### src/rtl/core/nfp_pkg.sv
// nfp_pkg: shared constants, codes and types for the navigation frame parser.
// No dependencies; imported by nfp_field_buf and nav_frame_parser.
package nfp_pkg;

    // Frame header bytes
    localparam logic [7:0] SYNC_A    = 8'hB5;
    localparam logic [7:0] SYNC_B    = 8'h62;
    localparam logic [7:0] CLASS_NAV = 8'h01;
    localparam logic [7:0] ID_PVT    = 8'h07;

    // Frame positions
    localparam int unsigned POS_CLASS = 2;
    localparam int unsigned POS_LEN   = 4;
    localparam int unsigned POS_BODY  = 5;

    // Span of frame positions that feed extracted values
    localparam int unsigned FIELD_LO    = 27;
    localparam int unsigned FIELD_HI    = 83;
    localparam int unsigned FIELD_BYTES = FIELD_HI - FIELD_LO + 1;
    localparam int unsigned FIELD_OFS_W = $clog2(FIELD_BYTES);

    // Length arithmetic: length byte plus header and checksum bytes
    localparam int unsigned LEN_EXT_W = 9;

    localparam logic [6:0] MAX_LENGTH_RESET = 7'd100;

    // Result index codes
    typedef enum logic [3:0] {
        FLD_FLAGS    = 4'd0,
        FLD_NUM_SV   = 4'd1,
        FLD_LON      = 4'd2,
        FLD_LAT      = 4'd3,
        FLD_HMSL     = 4'd4,
        FLD_HACC     = 4'd5,
        FLD_VACC     = 4'd6,
        FLD_VEL_N    = 4'd7,
        FLD_VEL_E    = 4'd8,
        FLD_GSPEED   = 4'd9,
        FLD_HEADING  = 4'd10,
        FLD_SACC     = 4'd11,
        FLD_HEAD_ACC = 4'd12,
        FLD_PDOP     = 4'd13,
        FLD_COUNT    = 4'd14
    } t_fld_idx;

    // Write of one received byte into the extracted-field byte registers
    typedef struct packed {
        logic                   en;
        logic [FIELD_OFS_W-1:0] ofs;
        logic [7:0]             data;
    } t_fld_wr;

    // Expected header byte at sync positions 0..3
    function automatic logic [7:0] sync_byte(input logic [1:0] pos);
        logic [7:0] b;
        case (pos)
            2'd0:    b = SYNC_A;
            2'd1:    b = SYNC_B;
            2'd2:    b = CLASS_NAV;
            default: b = ID_PVT;
        endcase
        return b;
    endfunction

endpackage

### src/rtl/core/nfp_field_buf.sv
// nfp_field_buf: byte registers for frame positions 27..83 and the result drain.
// Depends on nfp_pkg (t_fld_wr, t_fld_idx, field span constants).
module nfp_field_buf (
    input  logic            i_clk,
    input  logic            i_rst_n,
    input  nfp_pkg::t_fld_wr i_wr,
    input  logic            i_start,
    input  logic [31:0]     i_count,
    input  logic            i_ready,
    output logic            o_valid,
    output logic [3:0]      o_field_index,
    output logic [31:0]     o_field_value,
    output logic            o_last_field
);
    import nfp_pkg::*;

    localparam int unsigned FLAT_W = (FIELD_BYTES + 3) * 8;

    logic [7:0]        r_fb [FIELD_BYTES];
    logic              r_busy;
    t_fld_idx          r_idx;
    logic [FLAT_W-1:0] w_flat;

    // Field bytes: zero after reset, then hold the last byte seen at each position
    always_ff @(posedge i_clk) begin
        if (!i_rst_n) begin
            for (int i = 0; i < FIELD_BYTES; i++) r_fb[i] <= 8'd0;
        end else if (i_wr.en) begin
            r_fb[i_wr.ofs] <= i_wr.data;
        end
    end

    // Drain fifteen results, one per transfer
    always_ff @(posedge i_clk) begin
        if (!i_rst_n) begin
            r_busy <= 1'b0;
            r_idx  <= FLD_FLAGS;
        end else if (i_start) begin
            r_busy <= 1'b1;
            r_idx  <= FLD_FLAGS;
        end else if (r_busy && i_ready) begin
            if (r_idx == FLD_COUNT) begin
                r_busy <= 1'b0;
            end else begin
                r_idx <= t_fld_idx'(r_idx + 4'd1);
            end
        end
    end

    // Little-endian byte image; pad past the top so word selects stay in range
    always_comb begin
        w_flat = '0;
        for (int i = 0; i < FIELD_BYTES; i++) w_flat[i*8 +: 8] = r_fb[i];
    end

    always_comb begin
        case (r_idx)
            FLD_FLAGS:    o_field_value = {24'd0, w_flat[(27-FIELD_LO)*8 +: 8]};
            FLD_NUM_SV:   o_field_value = {24'd0, w_flat[(29-FIELD_LO)*8 +: 8]};
            FLD_LON:      o_field_value = w_flat[(30-FIELD_LO)*8 +: 32];
            FLD_LAT:      o_field_value = w_flat[(34-FIELD_LO)*8 +: 32];
            FLD_HMSL:     o_field_value = w_flat[(42-FIELD_LO)*8 +: 32];
            FLD_HACC:     o_field_value = w_flat[(46-FIELD_LO)*8 +: 32];
            FLD_VACC:     o_field_value = w_flat[(50-FIELD_LO)*8 +: 32];
            FLD_VEL_N:    o_field_value = w_flat[(54-FIELD_LO)*8 +: 32];
            FLD_VEL_E:    o_field_value = w_flat[(58-FIELD_LO)*8 +: 32];
            FLD_GSPEED:   o_field_value = w_flat[(66-FIELD_LO)*8 +: 32];
            FLD_HEADING:  o_field_value = w_flat[(70-FIELD_LO)*8 +: 32];
            FLD_SACC:     o_field_value = w_flat[(74-FIELD_LO)*8 +: 32];
            FLD_HEAD_ACC: o_field_value = w_flat[(78-FIELD_LO)*8 +: 32];
            FLD_PDOP:     o_field_value = {16'd0, w_flat[(82-FIELD_LO)*8 +: 16]};
            FLD_COUNT:    o_field_value = i_count;
            default:      o_field_value = 32'd0;
        endcase
    end

    assign o_valid       = r_busy;
    assign o_field_index = r_idx;
    assign o_last_field  = (r_idx == FLD_COUNT);

endmodule

### src/rtl/core/nav_frame_parser.sv
// nav_frame_parser: top level of the byte-serial position frame parser.
// Depends on nfp_pkg and nfp_field_buf.
//
//  channel   ports                                      direction
//  ------    -----------------------------------------  ---------
//  rx byte   i_valid, o_ready, i_rx_byte                in
//  result    o_valid, i_ready, o_field_index,           out
//            o_field_value, o_last_field
//  config    i_cfg_we, i_cfg_data (max_length)          in
//
// One byte transfers per cycle while o_ready is high; parse, running checksum
// and field write finish in that cycle. The second checksum byte of a good
// frame starts a run of fifteen results, the first on the next cycle. During
// a run, bytes flow until position 27 (first byte that feeds a result) or a
// frame end, then stall.
// Synchronous reset clears parse state, count and field bytes; max_length = 100.
module nav_frame_parser #(
    parameter int unsigned STORE_DEPTH = 128
) (
    input  logic        i_clk,
    input  logic        i_rst_n,
    input  logic        i_valid,
    output logic        o_ready,
    input  logic [7:0]  i_rx_byte,
    output logic        o_valid,
    input  logic        i_ready,
    output logic [3:0]  o_field_index,
    output logic [31:0] o_field_value,
    output logic        o_last_field,
    input  logic        i_cfg_we,
    input  logic [6:0]  i_cfg_data
);
    import nfp_pkg::*;

    localparam int unsigned PW = $clog2(STORE_DEPTH + 1);

    logic [PW-1:0]  r_pos,       n_pos;
    logic [7:0]     r_len,       n_len;
    logic [7:0]     r_sum,       n_sum;
    logic [7:0]     r_ck,        n_ck;
    logic [31:0]    r_frame_cnt, n_frame_cnt;
    logic [6:0]     r_max_len;

    logic                 w_accept;
    logic                 w_final;
    logic                 w_start;
    logic [LEN_EXT_W-1:0] w_pos_ext;
    logic [LEN_EXT_W-1:0] w_len_ext;
    logic [LEN_EXT_W-1:0] w_rx_ext;
    t_fld_wr              w_fld_wr;

    assign w_pos_ext = LEN_EXT_W'(r_pos);
    assign w_len_ext = LEN_EXT_W'(r_len);
    assign w_rx_ext  = LEN_EXT_W'(i_rx_byte);

    // Second checksum byte position: length + 7
    assign w_final = (r_pos >= PW'(POS_BODY)) && (w_pos_ext == w_len_ext + LEN_EXT_W'(7));

    // Hold input off when the next byte could disturb results still draining
    assign o_ready  = !o_valid || ((r_pos < PW'(FIELD_LO)) && !w_final);
    assign w_accept = i_valid && o_ready;

    always_comb begin
        n_pos       = r_pos;
        n_len       = r_len;
        n_sum       = r_sum;
        n_ck        = r_ck;
        n_frame_cnt = r_frame_cnt;
        w_start     = 1'b0;
        w_fld_wr    = '0;
        if (w_accept) begin
            if (r_pos < PW'(POS_LEN)) begin
                // Sync hunt: drop back to position 0 on any mismatch
                if (i_rx_byte == sync_byte(r_pos[1:0])) begin
                    n_pos = r_pos + PW'(1);
                    if (r_pos == PW'(POS_CLASS)) begin
                        n_sum = i_rx_byte;
                    end else begin
                        n_sum = r_sum + i_rx_byte;
                    end
                end else begin
                    n_pos = '0;
                end
            end else if (r_pos == PW'(POS_LEN)) begin
                n_len = i_rx_byte;
                n_sum = r_sum + i_rx_byte;
                if ((i_rx_byte > {1'b0, r_max_len}) ||
                    (w_rx_ext + LEN_EXT_W'(7) > LEN_EXT_W'(STORE_DEPTH))) begin
                    n_pos = '0;
                end else begin
                    n_pos = PW'(POS_BODY);
                end
            end else if (w_final) begin
                // Frame end: compare running sum with first checksum byte
                n_pos = '0;
                if (r_sum == r_ck) begin
                    w_start     = 1'b1;
                    n_frame_cnt = r_frame_cnt + 32'd1;
                end
            end else begin
                n_pos = r_pos + PW'(1);
                if (w_pos_ext <= w_len_ext + LEN_EXT_W'(5)) begin
                    n_sum = r_sum + i_rx_byte;
                end else begin
                    n_ck = i_rx_byte;
                end
                if ((r_pos >= PW'(FIELD_LO)) && (r_pos <= PW'(FIELD_HI))) begin
                    w_fld_wr.en   = 1'b1;
                    w_fld_wr.ofs  = FIELD_OFS_W'(r_pos - PW'(FIELD_LO));
                    w_fld_wr.data = i_rx_byte;
                end
            end
        end
    end

    always_ff @(posedge i_clk) begin
        if (!i_rst_n) begin
            r_pos       <= '0;
            r_len       <= 8'd0;
            r_sum       <= 8'd0;
            r_ck        <= 8'd0;
            r_frame_cnt <= 32'd0;
            r_max_len   <= MAX_LENGTH_RESET;
        end else begin
            r_pos       <= n_pos;
            r_len       <= n_len;
            r_sum       <= n_sum;
            r_ck        <= n_ck;
            r_frame_cnt <= n_frame_cnt;
            if (i_cfg_we) begin
                r_max_len <= i_cfg_data;
            end
        end
    end

    nfp_field_buf u_field_buf (
        .i_clk         (i_clk),
        .i_rst_n       (i_rst_n),
        .i_wr          (w_fld_wr),
        .i_start       (w_start),
        .i_count       (r_frame_cnt),
        .i_ready       (i_ready),
        .o_valid       (o_valid),
        .o_field_index (o_field_index),
        .o_field_value (o_field_value),
        .o_last_field  (o_last_field)
    );

    // A new result run never starts over one still draining
    a_no_start_busy: assert property (@(posedge i_clk) disable iff (!i_rst_n)
        w_start |-> !o_valid)
        else $error("result run started while previous run busy");

    // A good frame end presents the first result on the next cycle
    a_start_first: assert property (@(posedge i_clk) disable iff (!i_rst_n)
        w_start |=> (o_valid && (o_field_index == FLD_FLAGS)))
        else $error("frame end did not present first result");

    // Frame count moves only on a good frame end
    a_count_stable: assert property (@(posedge i_clk) disable iff (!i_rst_n)
        !w_start |=> $stable(r_frame_cnt))
        else $error("frame count changed without a good frame");

    // No field byte is written while results are draining
    a_no_field_wr_busy: assert property (@(posedge i_clk) disable iff (!i_rst_n)
        o_valid |-> !w_fld_wr.en)
        else $error("field byte overwritten during result drain");

    // Position never runs past the store
    a_pos_range: assert property (@(posedge i_clk) disable iff (!i_rst_n)
        1'b1 |-> (w_pos_ext <= LEN_EXT_W'(STORE_DEPTH)))
        else $error("parse position beyond store depth");

endmodule

### config.mk
export PLATFORM = sky130hd
export DESIGN_NAME = nav_frame_parser
export DESIGN_NICKNAME = d
export VERILOG_FILES = /design/src/rtl/core/nfp_pkg.sv /design/src/rtl/core/nfp_field_buf.sv /design/src/rtl/core/nav_frame_parser.sv
export SDC_FILE = /design/constraint.sdc
export NUM_CORES = 1
export LEC_CHECK = 0
export BUFFER_PORTS_ARGS = -buffer_cell sky130_fd_sc_hd__buf_2
export CAP_MARGIN = 5
export CORE_MARGIN = 10
export CORE_UTILIZATION = 55
export CTS_CLUSTER_DIAMETER = 100
export CTS_CLUSTER_SIZE = 20
export DETAILED_ROUTE_END_ITERATION = 6
export GPL_TIMING_DRIVEN = 0
export PLACE_DENSITY = 0.74
export SYNTH_ARGS = -nofsm -noshare
export SYNTH_HDL_FRONTEND = slang
export SYNTH_SLANG_ARGS = --single-unit
export TNS_END_PERCENT = 30
### constraint.sdc
create_clock -name i_clk -period 2.9 [get_ports i_clk]
set_input_delay 0.145 -clock i_clk [delete_from_list [all_inputs] [get_ports i_clk]]
set_output_delay 0.145 -clock i_clk [all_outputs]
set_load 0.02 [all_outputs]
==> out/qor.csv <==
metric,value,unit
holdWs,-0.00213,ns
worstMarginPinSlew,0.874,ns
routedWlPerCell,31.2,um
syn2layout_area_growth,19.3,%
grt_pass1_vias,16500,
fin_skew,0.0341,ns
hpwlAfterDp,50900,um
final-setup-viol-count,88,
first_iter_violations,3538,
io_buffers,57,
die_x,215,um
drtPass1Iterations,7,
post-route-period-util,104,%
synthFlopType,edfxtp_1,
slew_viol_final,0,
die_area,46400,sq um
coreArea,37700,sq um
r2r-start,r_len[0]$_SDFFE_PN0P_,
io_pins,59,
final_cell_mix,"nor2_1 (460), edfxtp_1 (384), a22o_1 (69)",
min_path_type,input pin to flop,
netlist_area,21000,sq um
syn_inst,1863,
async_flop_share,0,%
rows,71,
crit_path_start_kind,flop,
clkLatencyLatePin,0.61,ns
powerDensity,483,nW/um^2
fin_area,25100,sq um
hold_viol_final,1,
max_stage_delay,0.40,ns
ys_ff_latch,460,
post_dp_cell_area,21900,sq um
antenna_found_initial,1,
layout-drive-gt1-share,22.3,%
synth.distinct_cells,75,
final.fill_count,2753,
wirelength,78900,um
grt_overflow,0,
vias,17600,
rsz0062_at_grt,yes,
p_leak,8.58,nW
layout_commonest_cell,nor2_1,
yosys_warnings,0,
grt_pass1_wl,111000,um
gp_congestion,1.01,
cts_made_buffers,26,
cp.arrival,3.50,ns
irDropWorstVdd,0.573,mV
yosysSeqAreaShare,62.1,%
finalCriticalPeriod,3.02,ns
worst_setup_path_end_kind,flop,
required,3.38,ns
crit_path_frequent_cell,buf_4,
cts-root-buf,clkbuf_16,
initial_utilization,55.8,%
drc,0,
path_clk_slew,0.09,ns
die_h,215,um
crit_type,flop to flop,
worstPathMaxFanout,5,
hp-start,i_rx_byte[3],
violations,"negative hold slack, negative setup slack",
clock-sinks,460,
vias_per_cell,6.94,
synth_area_per_cell,11.3,sq um
synth-edff-count,384,
max-cap-violations,0,
finalNetCount,2054,
crit_buf_inv,2,
status,"finished, violations left",
clockBufferDepth,3,
slew_headroom,41.7,%
path_cells,ha_4 > o21ai_2 > xor2_1 > ha_1 > a22o_1 > nor4_2 > a211o_1 > a31oi_2 > nor3b_4 > buf_4 > buf_4 > o211ai_1 > o211a_1,
cp_top_family,compound AO/OA/AOI/OAI gates,
syn-num-nets,1919,
fin_ws,-0.119,ns
cts.htree.levels,1,
cp-startpoint,r_len[0]$_SDFFE_PN0P_,
cts_tree,yes,
slowest_stage,dfxtp_4,
track_usage,32.4,%
grt_start_max_net_pins,22,
final_antenna_net_count,0,
max_freq,331,MHz
[kinds of logic (layout without fill, tap and decap cells)]
family,after synthesis,after routing,share of synthesized area [%]
XOR/XNOR,63,63,2.63
adder cells (fa/ha/maj),36,36,2.18
flip-flops,460,460,62.1
multiplexers,28,28,1.35
buffers and inverters,168,320,3.38
other,0,2,0
AO/OA/AOI/OAI,295,295,11.2
AND/OR/NAND/NOR,813,815,17.1
[tightest hold or removal path: stages]
cell and delay [ns]:
buf_2 0.18, mux2i_1 0.15, nor2_1 0.05
[what timing repair did]
item                                    in CTS  in global routing
resized for setup                          393                129
endpoints found under the setup margin     865                663
cloned                                       3                  1
hold endpoints to repair                    16                  0
buffers inserted                            26                 25
hold buffers                                13                  0
pin swaps                                   22                 37
[where the power goes]
| group | switching (mW) | total (mW) | internal (mW) |
|---|---|---|---|
| registers | 0.136 | 7.55 | 7.41 |
| logic | 0.431 | 0.639 | 0.208 |
| clock network | 2.20 | 3.91 | 1.71 |
| total | 2.77 | 12.1 | 9.33 |
[per-layer routing]
metal  vias to the layer above  routed length, um  GRT usage [%]
met4                         0               6120           18.9
li1                       7068                  -              -
met1                      8344              27000           41.5
met2                      1731              32400           46.6
met3                       413              13400           11.7
met5                         -                  0              0
[Yosys cell counts, drive strengths merged, types with 4 or more instances]
cell type | number | area, sq um
a211oi | 5 | 37.5
a21oi | 21 | 105
a221oi | 73 | 639
a222oi | 14 | 140
a22o | 69 | 604
a22oi | 45 | 338
and2 | 21 | 133
and3 | 17 | 108
and4 | 5 | 46.3
buf | 54 | 280
clkbuf | 82 | 309
dfxtp | 76 | 1520
edfxtp | 384 | 11500
ha | 35 | 438
inv | 32 | 120
mux2i | 25 | 250
nand2 | 149 | 569
nand2b | 4 | 25.0
nand3 | 51 | 270
nand4 | 27 | 175
nor2 | 472 | 1780
nor2b | 10 | 62.6
nor3 | 28 | 176
nor3b | 4 | 41.3
nor4 | 7 | 58.8
o211ai | 8 | 65.1
o21a | 18 | 135
o21ai | 20 | 104
or3 | 11 | 78.8
xnor2 | 27 | 236
xor2 | 36 | 315
[sequential cells by signal (all words and copies together) (netlist names)]
| register | flops |
|---|---|
| r_len | 8 |
| r_pos | 8 |
| r_max_len | 7 |
| r_frame_cnt | 32 |
| u_field_buf.o_valid | 1 |
| r_sum | 8 |
| r_ck | 8 |
| u_field_buf.r_fb | 384 |
| u_field_buf.o_field_index | 4 |
[metrics by stage]
step	cells	util [%]	setup TNS [ns]	power, mW	setup slack (ns)
finish	2530	66.5	-1.94	12.1	-0.119
floorplan	1863	-	0	7.95	0.0165
CTS	2509	64.8	-0.510	11.9	-0.0984
global route	2529	66.5	-12.29	12.3	-0.251
detailed placement	2431	58.3	-564.30	8.17	-1.10
global placement	2431	58.3	-529.61	8.14	-1.05
[final timing paths]
path | endpoint | slack, ns | cells past startpoint
hold / removal | r_ck[3]$_SDFFE_PN0P_ | -0.002 | 3
setup / recovery | r_sum[5]$_SDFFE_PN0P_ | -0.12 | 13
hold reg to reg | r_max_len[5]$_SDFFE_PN1P_ | 0.50 | 2
setup reg to reg | r_sum[5]$_SDFFE_PN0P_ | -0.12 | 13
[layout make-up]
class                      count  area, sq um  area share [%]
clock inverter                 1         16.3          0.0649
tap                          511          639            2.55
antenna                        2         5.00          0.0200
clock buffer                  46          726            2.90
inverter                      32          126           0.504
timing repair buffer         123          991            3.95
buffer                       118          961            3.83
multi-input combinational   1237         8520            34.0
sequential                   460        13100            52.2
(Power assumes the default switching activity.)
